### src/sv/sgmg_pkg.sv
// ----------------------------------------------------------------------------
// sgmg_pkg
// Shared types and constants for the smart-grid mode governor.
// ----------------------------------------------------------------------------
package sgmg_pkg;

	localparam int TimeW   = 32;
	localparam int TempW   = 16;
	localparam int PriceW  = 3;
	localparam int CountW  = 4;
	localparam int CfgIdxW = 3;
	localparam int CfgDatW = 32;
	localparam int InDatW  = 56;  // 51 field bits, padded to whole bytes
	localparam int OutDatW = 16;  // 11 field bits, padded to whole bytes

	localparam logic [CountW-1:0] CountMax = '1;

	// Tariff levels; anything above high is unknown and treated as normal
	localparam logic [PriceW-1:0] PriceVeryLow = 3'd0;
	localparam logic [PriceW-1:0] PriceLow     = 3'd1;
	localparam logic [PriceW-1:0] PriceNormal  = 3'd2;
	localparam logic [PriceW-1:0] PriceHigh    = 3'd3;

	typedef enum logic [1:0] {
		MODE_BLOCKED    = 2'd0,
		MODE_NORMAL     = 2'd1,
		MODE_ENCOURAGED = 2'd2,
		MODE_ORDERED    = 2'd3
	} mode_t;

	typedef enum logic [2:0] {
		OUT_DISABLED  = 3'd0,
		OUT_HELD      = 3'd1,
		OUT_UNCHANGED = 3'd2,
		OUT_CHANGED   = 3'd3,
		OUT_NEWDAY    = 3'd4
	} outcome_t;

	typedef enum logic [0:0] {
		OP_EVALUATE = 1'b0,
		OP_NEWDAY   = 1'b1
	} opcode_t;

	typedef enum logic [CfgIdxW-1:0] {
		REG_ENABLE      = 3'd0,
		REG_ALLOW_ORD   = 3'd1,
		REG_ALLOW_ENC   = 3'd2,
		REG_MIN_TEMP    = 3'd3,
		REG_HOLD_OFF    = 3'd4,
		REG_MIN_BLOCKED = 3'd5,
		REG_MAX_BLOCKED = 3'd6,
		REG_QUOTA       = 3'd7
	} reg_idx_t;

	// Reset values of the configuration registers
	localparam logic              RstEnable     = 1'b1;
	localparam logic signed [TempW-1:0] RstMinTemp = 16'sd272; // 17.0 degC
	localparam logic [TimeW-1:0]  RstHoldOff    = 32'd599000;
	localparam logic [TimeW-1:0]  RstMinBlocked = 32'd3600000;
	localparam logic [TimeW-1:0]  RstMaxBlocked = 32'd7200000;
	localparam logic [CountW-1:0] RstQuota      = 4'd3;

	typedef struct packed {
		logic                     enable;
		logic                     allow_ordered;
		logic                     allow_encouraged;
		logic signed [TempW-1:0]  min_temperature;
		logic [TimeW-1:0]         hold_off_ms;
		logic [TimeW-1:0]         min_blocked_ms;
		logic [TimeW-1:0]         max_blocked_ms;
		logic [CountW-1:0]        daily_block_quota;
	} cfg_t;

	typedef struct packed {
		opcode_t                 opcode;
		logic [TimeW-1:0]        now_ms;
		logic [PriceW-1:0]       tariff_level;
		logic signed [TempW-1:0] temperature;
	} item_t;

	typedef struct packed {
		mode_t             mode;
		logic              relay_a_drive;
		logic              relay_b_drive;
		outcome_t          outcome;
		logic [CountW-1:0] blocked_sessions;
	} result_t;

endpackage

### src/sv/smart_grid_mode_governor.sv
// ----------------------------------------------------------------------------
// smart_grid_mode_governor
// Heat-pump grid mode governor with inverted relay outputs.
// ----------------------------------------------------------------------------
// Takes one item per clock when the output side keeps up. An item is captured
// in the input register, decided in a single pass against the governor state
// (mode, time of last change, blocked session count), and its result lands
// in the output register, which drives m_tvalid and m_tdata.
// Throughput is one transfer per cycle; it is set only by the output
// handshake, since each register advances whenever the one after it is free
// or being emptied. Configuration writes are always accepted (cfg_ready is
// tied high) and should be issued only while no item is in flight.
// Opcode rides in s_tuser: 0 evaluates the mode, 1 starts a new day.
// ----------------------------------------------------------------------------
module smart_grid_mode_governor
	import sgmg_pkg::*;
(
	input  logic               clk,
	input  logic               arst_n,
	// input stream
	input  logic               s_tvalid,
	output logic               s_tready,
	input  logic [InDatW-1:0]  s_tdata,  // [31:0] now_ms, [34:32] tariff_level,
	                                     // [50:35] temperature, [55:51] zero
	input  logic [0:0]         s_tuser,  // [0] opcode
	// result stream
	output logic               m_tvalid,
	input  logic               m_tready,
	output logic [OutDatW-1:0] m_tdata,  // [1:0] mode, [2] relay_a_drive,
	                                     // [3] relay_b_drive, [6:4] outcome,
	                                     // [10:7] blocked_sessions, [15:11] zero
	// configuration writes
	input  logic               cfg_valid,
	output logic               cfg_ready,
	input  logic [CfgIdxW-1:0] cfg_index,
	input  logic [CfgDatW-1:0] cfg_data
);

	cfg_t    cfg;
	item_t   item_s1;
	logic    valid_s1;
	result_t res_comb;
	result_t res_s2;
	logic    valid_s2;
	logic    adv_s2;    // output register takes a new result
	logic    adv_s1;    // input register takes a new item

	assign cfg_ready = 1'b1;

	sgmg_cfg_regs u_cfg (
		.clk      (clk),
		.arst_n   (arst_n),
		.wr_en    (cfg_valid),
		.wr_index (cfg_index),
		.wr_data  (cfg_data),
		.cfg      (cfg)
	);

	// output register is free when empty or draining this cycle
	assign adv_s2   = !valid_s2 || m_tready;
	assign adv_s1   = !valid_s1 || adv_s2;
	assign s_tready = adv_s1;

	// input register
	always_ff @(posedge clk or negedge arst_n) begin
		if (!arst_n) begin
			valid_s1 <= 1'b0;
		end else if (adv_s1) begin
			valid_s1 <= s_tvalid;
		end
	end

	always_ff @(posedge clk) begin
		if (adv_s1 && s_tvalid) begin
			item_s1.opcode       <= opcode_t'(s_tuser[0]);
			item_s1.now_ms       <= s_tdata[31:0];
			item_s1.tariff_level <= s_tdata[34:32];
			item_s1.temperature  <= s_tdata[50:35];
		end
	end

	// decision pass; state updates only when the result moves on
	sgmg_decide u_decide (
		.clk    (clk),
		.arst_n (arst_n),
		.cfg    (cfg),
		.item   (item_s1),
		.commit (valid_s1 && adv_s2),
		.result (res_comb)
	);

	// result register
	always_ff @(posedge clk or negedge arst_n) begin
		if (!arst_n) begin
			valid_s2 <= 1'b0;
		end else if (adv_s2) begin
			valid_s2 <= valid_s1;
		end
	end

	always_ff @(posedge clk) begin
		if (adv_s2 && valid_s1) begin
			res_s2 <= res_comb;
		end
	end

	assign m_tvalid = valid_s2;
	assign m_tdata  = {5'b0, res_s2.blocked_sessions, res_s2.outcome,
		res_s2.relay_b_drive, res_s2.relay_a_drive, res_s2.mode};

endmodule

### src/sv/sgmg_cfg_regs.sv
// ----------------------------------------------------------------------------
// sgmg_cfg_regs
// Configuration register file, one write per transfer, always ready.
// ----------------------------------------------------------------------------
module sgmg_cfg_regs
	import sgmg_pkg::*;
(
	input  logic               clk,
	input  logic               arst_n,
	input  logic               wr_en,
	input  logic [CfgIdxW-1:0] wr_index,
	input  logic [CfgDatW-1:0] wr_data,
	output cfg_t               cfg
);

	cfg_t cfg_q;

	always_ff @(posedge clk or negedge arst_n) begin
		if (!arst_n) begin
			cfg_q.enable            <= RstEnable;
			cfg_q.allow_ordered     <= 1'b0;
			cfg_q.allow_encouraged  <= 1'b0;
			cfg_q.min_temperature   <= RstMinTemp;
			cfg_q.hold_off_ms       <= RstHoldOff;
			cfg_q.min_blocked_ms    <= RstMinBlocked;
			cfg_q.max_blocked_ms    <= RstMaxBlocked;
			cfg_q.daily_block_quota <= RstQuota;
		end else if (wr_en) begin
			unique case (reg_idx_t'(wr_index))
				REG_ENABLE:      cfg_q.enable            <= wr_data[0];
				REG_ALLOW_ORD:   cfg_q.allow_ordered     <= wr_data[0];
				REG_ALLOW_ENC:   cfg_q.allow_encouraged  <= wr_data[0];
				REG_MIN_TEMP:    cfg_q.min_temperature   <= wr_data[TempW-1:0];
				REG_HOLD_OFF:    cfg_q.hold_off_ms       <= wr_data[TimeW-1:0];
				REG_MIN_BLOCKED: cfg_q.min_blocked_ms    <= wr_data[TimeW-1:0];
				REG_MAX_BLOCKED: cfg_q.max_blocked_ms    <= wr_data[TimeW-1:0];
				REG_QUOTA:       cfg_q.daily_block_quota <= wr_data[CountW-1:0];
				default: ;
			endcase
		end
	end

	assign cfg = cfg_q;

endmodule

### src/sv/sgmg_decide.sv
// ----------------------------------------------------------------------------
// sgmg_decide
// Mode decision logic and governor state (mode, last change time, count).
// ----------------------------------------------------------------------------
module sgmg_decide
	import sgmg_pkg::*;
(
	input  logic    clk,
	input  logic    arst_n,
	input  cfg_t    cfg,
	input  item_t   item,
	input  logic    commit,   // item leaves the input register this cycle
	output result_t result
);

	mode_t             mode_q;
	logic [TimeW-1:0]  last_change_q;
	logic [CountW-1:0] count_q;

	mode_t             wanted;
	mode_t             mode_nx;
	logic [TimeW-1:0]  last_nx;
	logic [CountW-1:0] count_nx;
	logic [CountW-1:0] count_inc;
	logic [TimeW-1:0]  elapsed;
	logic              held;
	logic              change;
	outcome_t          outcome;

	assign elapsed   = item.now_ms - last_change_q;
	assign held      = (item.now_ms != '0) && (elapsed < cfg.hold_off_ms);
	assign count_inc = (count_q == CountMax) ? count_q : count_q + 1'b1;

	always_comb begin
		case (item.tariff_level)
			PriceVeryLow: wanted = cfg.allow_ordered ? MODE_ORDERED :
				cfg.allow_encouraged ? MODE_ENCOURAGED : MODE_NORMAL;
			PriceLow: wanted = cfg.allow_encouraged ? MODE_ENCOURAGED : MODE_NORMAL;
			PriceHigh: wanted = (count_q < cfg.daily_block_quota &&
				item.temperature >= cfg.min_temperature) ? MODE_BLOCKED : MODE_NORMAL;
			default: wanted = MODE_NORMAL;
		endcase
	end

	always_comb begin
		mode_nx  = mode_q;
		last_nx  = last_change_q;
		count_nx = count_q;
		change   = 1'b0;
		if (item.opcode == OP_NEWDAY) begin
			count_nx = '0;
			outcome  = OUT_NEWDAY;
		end else if (!cfg.enable) begin
			mode_nx = MODE_NORMAL;
			outcome = OUT_DISABLED;
		end else begin
			if (held) begin
				outcome = OUT_HELD;
			end else if (mode_q == MODE_BLOCKED) begin
				// leaving blocked needs the minimum; staying is cut at the maximum
				if (wanted != MODE_BLOCKED) begin
					change = elapsed >= cfg.min_blocked_ms;
				end else begin
					change = elapsed >= cfg.max_blocked_ms;
				end
				if (change) begin
					count_nx = count_inc;
				end
				outcome = change ? OUT_CHANGED : OUT_UNCHANGED;
			end else if (wanted == mode_q) begin
				outcome = OUT_UNCHANGED;
			end else begin
				change  = 1'b1;
				outcome = OUT_CHANGED;
			end
			if (change) begin
				// a forced end of a blocked session wants blocked again: go normal
				mode_nx = (mode_q == MODE_BLOCKED && wanted == MODE_BLOCKED) ?
					MODE_NORMAL : wanted;
				last_nx = item.now_ms;
			end
		end
	end

	always_ff @(posedge clk or negedge arst_n) begin
		if (!arst_n) begin
			mode_q        <= MODE_NORMAL;
			last_change_q <= '0;
			count_q       <= '0;
		end else if (commit) begin
			mode_q        <= mode_nx;
			last_change_q <= last_nx;
			count_q       <= count_nx;
		end
	end

	assign result.mode             = mode_nx;
	assign result.relay_a_drive    = !(mode_nx == MODE_BLOCKED || mode_nx == MODE_ORDERED);
	assign result.relay_b_drive    = !(mode_nx == MODE_ENCOURAGED || mode_nx == MODE_ORDERED);
	assign result.outcome          = outcome;
	assign result.blocked_sessions = count_nx;

endmodule

### config.mk
export PLATFORM = sky130hd
export DESIGN_NAME = smart_grid_mode_governor
export DESIGN_NICKNAME = d
export VERILOG_FILES = /design/src/sv/sgmg_pkg.sv /design/src/sv/smart_grid_mode_governor.sv /design/src/sv/sgmg_cfg_regs.sv /design/src/sv/sgmg_decide.sv
export SDC_FILE = /design/constraint.sdc
export NUM_CORES = 1
export LEC_CHECK = 0
export ABC_AREA = 1
export BUFFER_PORTS_ARGS = -buffer_cell sky130_fd_sc_hd__buf_2
export CAP_MARGIN = 10
export CORE_ASPECT_RATIO = 0.8
export CORE_MARGIN = 2
export CORE_UTILIZATION = 45
export CTS_CLUSTER_SIZE = 8
export DETAILED_ROUTE_END_ITERATION = 8
export PLACE_DENSITY = 0.74
export SLEW_MARGIN = 20
export SYNTH_ARGS = -nofsm -noshare
export SYNTH_HDL_FRONTEND = slang
export SYNTH_SLANG_ARGS = --single-unit
### constraint.sdc
create_clock -name clk -period 9.8 [get_ports clk]
set_input_delay 0.49 -clock clk [delete_from_list [all_inputs] [get_ports clk]]
set_output_delay 0.49 -clock clk [all_outputs]
set_load 0.01 [all_outputs]
# After elaboration in Yosys (flattened, before gate mapping)
# Cells that the tools add are included.
word_totals:
  out_inout_bits: 19
  reg_bits: 222
  inputBits: 97
  word_cells: 106
classes:
  n_reduce_logical: 31
  n_bitwise: 2
  mux: 29
  magnitude_cmp: 5
  n_addsub: 2
  n_eq_ne: 13
ops:
  columns: ["op", "n"]
  rows:
  - ["$ge A32 B32 Y1", 2]
  - ["$lt A32 B32 Y1", 1]
  - ["$reduce_bool A32 Y1", 1]
  - ["$sub A32 B32 Y32", 1]
  - ["$mux W4", 6]
  - ["$ge A16 B16 Y1", 1]
  - ["$reduce_and A2 Y1", 8]
  - ["$mux W1", 13]
  - ["$eq A3 B3 Y1 const B", 4]
  - ["$mux W2", 6]
  - ["$eq A3 B2 Y1 const B", 3]
  - ["$mux W3", 3]
  - ["$eq A3 B1 Y1 const B", 2]
  - ["$logic_not A2 Y1", 3]
  - ["$logic_not A3 Y1", 2]
  - ["$pmux W2 S3", 1]
  - ["$logic_and A1 B1 Y1", 5]
  - ["$add A4 B1 Y4 const B", 1]
  - ["$eq A2 B2 Y1 const B", 2]
  - ["$eq A4 B4 Y1 const B", 1]
  - ["$logic_not A1 Y1", 4]
  - ["$logic_or A1 B1 Y1", 4]
  - ["$lt A4 B4 Y1", 1]
  - ["$reduce_and A4 Y1", 1]
  - ["other kinds (5)", 6]

# Depth between registers and ports, before layout
depth:
  ltp_word: 20
  depth_mapped: 38
  ltp_nobuf: 38

# Modules after synthesis
# A second synthesis with hierarchy kept.
hier_totals:
  cells_unflattened: 1569
  area_unflattened_um2: 13269.0
modules_own_cells:
  columns: ["module", "area_each_um2", "n_inst", "cells_per_inst"]
  rows:
  - ["sgmg_decide", 6595.1, 1, 959]
  - ["sgmg_cfg_regs", 4634.4, 1, 527]
  - ["smart_grid_mode_governor", 2039.5, 1, 83]

# Least setup slack after synthesis
# Ideal clock, no wire load.
synth_timing:
  path_kind: "register to register"
  start: "reg item_s1[19] in the netlist's numbering"
  end: "reg res_s2 (netlist bit m_tdata[2]), data pin"
  n_path_buf: 0
  path_stages_with_launch: 37
  path_slack_ns: 5.409
  required_time_ns: 9.539
  arrival_time_ns: 4.130
  cell_sequence: "edfxtp_1 -> inv_1 -> ha_1 -> inv_1 -> fa_1 -> a21oi_1 -> o21bai_1 -> nand2_1 -> nand2_1 -> nand2_1 -> nand2_1 -> nand2_1 -> nand2_1 -> nand2_1 -> nand2_1 -> nand4_1 -> nand2_1 -> a21oi_1 -> o21bai_1 -> xor2_1 -> ha_1 -> nand2_1 -> nor4_1 -> nand2_1 -> inv_1 -> nand2_1 -> nand2_1 -> nor2_1 -> nand4_2 -> nand2_2 -> nand2_4 -> nand3_1 -> nand2_1 -> nand3_1 -> nand2_1 -> inv_1 -> ha_1"
synth_rtl:
  columns: ["element", "line", "source"]
  rows:
  - ["from (decl)", "smart_grid_mode_governor.sv:40", "item_t item_s1;"]
  - ["to (signal assigned)", "smart_grid_mode_governor.sv:103", "res_s2 <= res_comb;"]
  - ["to (decl)", "smart_grid_mode_governor.sv:43", "result_t res_s2;"]

# Worst setup path after layout
layout_timing:
  start: "reg item_s1[19] in the netlist's numbering"
  end: "reg u_decide.last_change_q[25]"
layout_via:
  elab_chain_len: 12
layout_rtl:
  columns: ["element", "line", "source"]
  rows:
  - ["$sub A32 B32 Y32", "sgmg_decide.sv:30", "assign elapsed = item.now_ms - last_change_q;"]
  - ["$ge A32 B32 Y1, on equally long branches", "sgmg_decide.sv:64, sgmg_decide.sv:62", null]
  - ["$mux W1", "sgmg_decide.sv:61", "if (wanted != MODE_BLOCKED) begin"]
  - ["$mux W1", "sgmg_decide.sv:59", "end else if (mode_q == MODE_BLOCKED) begin"]
  - ["$mux W1", "sgmg_decide.sv:57", "if (held) begin"]
  - ["$mux W1", "sgmg_decide.sv:53", "end else if (!cfg.enable) begin"]
  - ["$mux W1", "sgmg_decide.sv:50", "if (item.opcode == OP_NEWDAY) begin"]
  - ["$mux W1", "sgmg_decide.sv:59", null]
  - ["$mux W1 *", "sgmg_decide.sv:57", null]
  - ["$mux W1 *", "sgmg_decide.sv:53", null]
  - ["$mux W1 *", "sgmg_decide.sv:50", null]
  - ["$reduce_and A4 Y1 (no source line) *", null, null]
  - ["to (signal assigned)", "sgmg_decide.sv:92", "last_change_q <= last_nx;"]
  - ["to (decl)", "sgmg_decide.sv:17", "logic [TimeW-1:0] last_change_q;"]
# Every way passes the cells marked *; elsewhere a longest branch is shown, timed or not. The select of a mux whose other input is x is not followed.
# A chain may end at the register's enable or synchronous reset.

==> impl_metrics.json <==
{
  "outcome": "complete, no violations",
  "rows": 55,
  "drive_above_1_share_pct": 15.9,
  "ios": 116,
  "route.detailed.drc": 0,
  "portBuffers": 104,
  "h-tree-depth": 1,
  "switching_share_pct": 41.7,
  "synth.area.mux_share_pct": 0,
  "grt_max_degree": 65,
  "cp_max_fo": 46,
  "gp_congestion": 0.865,
  "synth-seq-cells": 222,
  "crit_buf_inv": 3,
  "final_hold_viol_count": 0,
  "synthAdderAreaFrac_pct": 14.4,
  "worstSetupEndpointType": "register",
  "netlist.area_leader.share_pct": 23.4,
  "synth_compound_area_share_pct": 13.7,
  "vias": 9954,
  "syn-cell-area_mm2": 0.0130,
  "synth-xor-area-share_pct": 2.08,
  "rsz0062_at_grt": "no",
  "fin_area_mm2": 0.0148,
  "root_buffer": "clkbuf_16",
  "nFillCells": 2663,
  "die-area_mm2": 0.0303,
  "path_depth": 31,
  "power.switching_mw": 1.84,
  "netlist_instances": 1473,
  "start_util_pct": 45.9,
  "synth_seq_area_share_pct": 45.4,
  "areaGrowthSynthToFinish_pct": 13.5,
  "postPlaceCellArea_mm2": 0.0139,
  "yosys.area_share.simple_pct": 15.4,
  "achievable-frequency_mhz": 171,
  "die_w_um": 194,
  "holdWs_ps": 93.2,
  "crit_top_cell": "nand2_1",
  "antenna_found_initial": 0,
  "crit_family": "simple AND/OR/NAND/NOR gates",
  "power.leakage_nw": 7.32,
  "r2r_cells": 31,
  "setup_violations": 0,
  "finClkSkew_ps": 24.7,
  "grt_pass1_wl_mm": 48.1,
  "p_per_area_mw_per_mm2": 299,
  "grtUsageTotal_pct": 19.5,
  "wl_per_cell_um": 14.6,
  "maxSlewHeadroom_pct": 36.0,
  "hp-class": "input pin to register",
  "drt_iter0_markers": 497,
  "internal-power_mw": 2.58,
  "power_mw": 4.42,
  "crit_type": "register to register",
  "core_mm2": 0.0284,
  "p_comb_share_pct": 48.9,
  "via_per_inst": 5.02,
  "critPathArrivalTime_ps": 6290,
  "clkLatencyLatePin_ps": 580,
  "crit_required_ps": 10230,
  "die_y_um": 156,
  "yosys.area.top_type": "dfrtp_1",
  "yosys_warnings": 0,
  "cts_buffers": 31,
  "synthFlopType": "dfrtp_1",
  "gr-total-overflow": 0,
  "finalNetCount": 1835,
  "dr.pass1.iters": 5,
  "routed_wl_mm": 28.9,
  "tns_ps": 0,
  "stdcell_count": 1984,
  "startpoint_type": "register",
  "period_share_pct": 59.8,
  "clockBufferDepth": 3,
  "yosysMostFrequentCell": "nand2_1",
  "clkTransAtPathRegs_ps": 50,
  "place_hpwl_mm": 21.4,
  "grt_pass1_vias": 9922,
  "clkPwrFrac_pct": 22.4,
  "max_stage_delay_ps": 490,
  "slew_violations": 0,
  "synth-edff-count": 63,
  "period_needed_ps": 5860,
  "async_reset_ff_share_pct": 71.6,
  "synthTopCellsByArea": "dfrtp_1, edfxtp_1, ha_1",
  "diodes": 0,
  "ir_drop_mv": 0.173,
  "cts_sinks": 222,
  "synth_common_cells": "nand2_1, inv_1, o21ai_0",
  "drv_cap": 0,
  "hold_depth": 1,
  "avgSynthCellArea_um2": 8.84,
  "p_seq_share_pct": 28.7,
  "post_cts_buffers": 0,
  "synth_top_family_by_area": "simple AND/OR/NAND/NOR gates",
  "yosys.cell_types.count": 43,
  "cts_tree": "built",
  "ant_nets": 0,
  "place_inst": 1925,
  "worst_pin_slew_ps": 957,
  "cpMaxStageDelayCell": "buf_4"
}
stage by stage:
| step | utilization [%] | worst slack (ps) |
|---|---|---|
| 2_1_floorplan | - | 5410 |
| 3_3_place_gp | 49.0 | 4040 |
| 3_5_place_dp | 49.0 | 3950 |
| 4_1_cts | 52.1 | 3930 |
| 5_1_grt | 52.1 | 3360 |
| 6_report | 52.1 | 3940 |
registers in the layout, summed over array words and instances (netlist names):
| register | count |
|---|---|
| u_cfg.cfg | 119 |
| item_s1 | 52 |
| u_decide.last_change_q | 32 |
| m_tdata | 11 |
| u_decide.count_q | 4 |
| u_decide.mode_q | 2 |
| m_tvalid | 1 |
| valid_s1 | 1 |
cell usage in the layout (no fill, tap or decap), types with 28 or more instances in the layout:
cell and instances:
ha_1 148, inv_1 259, dfstp_2 37, a21oi_1 109, edfxtp_1 63, nor2_1 53
clkbuf_16 31, nand3_1 28, a21oi_2 30, o21ai_0 149, nand2_1 288, buf_2 103
dfrtp_1 122
power groups by stage:
stage	Sequential (mW)	Clock, mW	Combinational, mW
4_1_cts	1.27	1.02	2.16
5_1_grt	1.29	1.05	2.51
3_5_place_dp	1.28	0	2.14
6_report	1.27	0.990	2.16
3_3_place_gp	1.27	0	2.05
2_1_floorplan	1.26	0	1.60
what timing repair did:
action | 4_1_cts | 5_1_grt
endpoints found under the hold margin | 47 | 0
gates resized for setup | 0 | 0
hold buffers | 1 | 0
setup endpoints to repair | 0 | 0
worst reg2reg max path, delay by kind of cell, from the launching register on:
kind | cells | cell delay, ps
buffers and inverters | 3 | 670
adders and majority gates | 3 | 730
xor gates and xnor gates | 1 | 400
DFF | 1 | 400
AOI/OAI and AO/OA | 5 | 840
and+or+nand+nor | 19 | 2690
cell type report:
type	count	area (um^2)	share of cell area, %
multi-input cells	961	5950	40.3
flip-flops and latches	222	5920	40.0
inverters	261	980	6.63
clock buffers	57	873	5.91
repair buffers	112	589	3.99
well taps	370	463	3.13
clock inverters	1	8.76	0.0592
worst paths after layout:
kind | from | slack [ps] | end
setup / recovery | item_s1[19] | 3940 | u_decide.last_change_q[25]
hold / removal | s_tdata[45] | 90 | item_s1[10]
setup reg to reg | item_s1[19] | 3940 | u_decide.last_change_q[25]
hold reg to reg | u_cfg.cfg[89] | 480 | u_cfg.cfg[89]
max in group asynchronous | arst_n | 7600 | u_cfg.cfg[11]
min in group asynchronous | arst_n | 470 | u_decide.last_change_q[26]
cells by family after synthesis:
kind of cell	count (synthesis)
xor gates and xnor gates	31
adders and majority gates	149
buffers and inverters	294
other	2
and+or+nand+nor	455
AOI/OAI and AO/OA	320
DFF	222
per-layer routing:
layer  up-vias  global-route usage (%)  part of all wire [%]
li1       5077                       -                     -
met1      4633                    26.7                    48
met2       194                    32.1                    45
met3        50                    3.09                   4.2
met4         0                    5.59                   2.6
met5         -                       0                     0
Note: power is estimated with default switching activity, not from simulation.
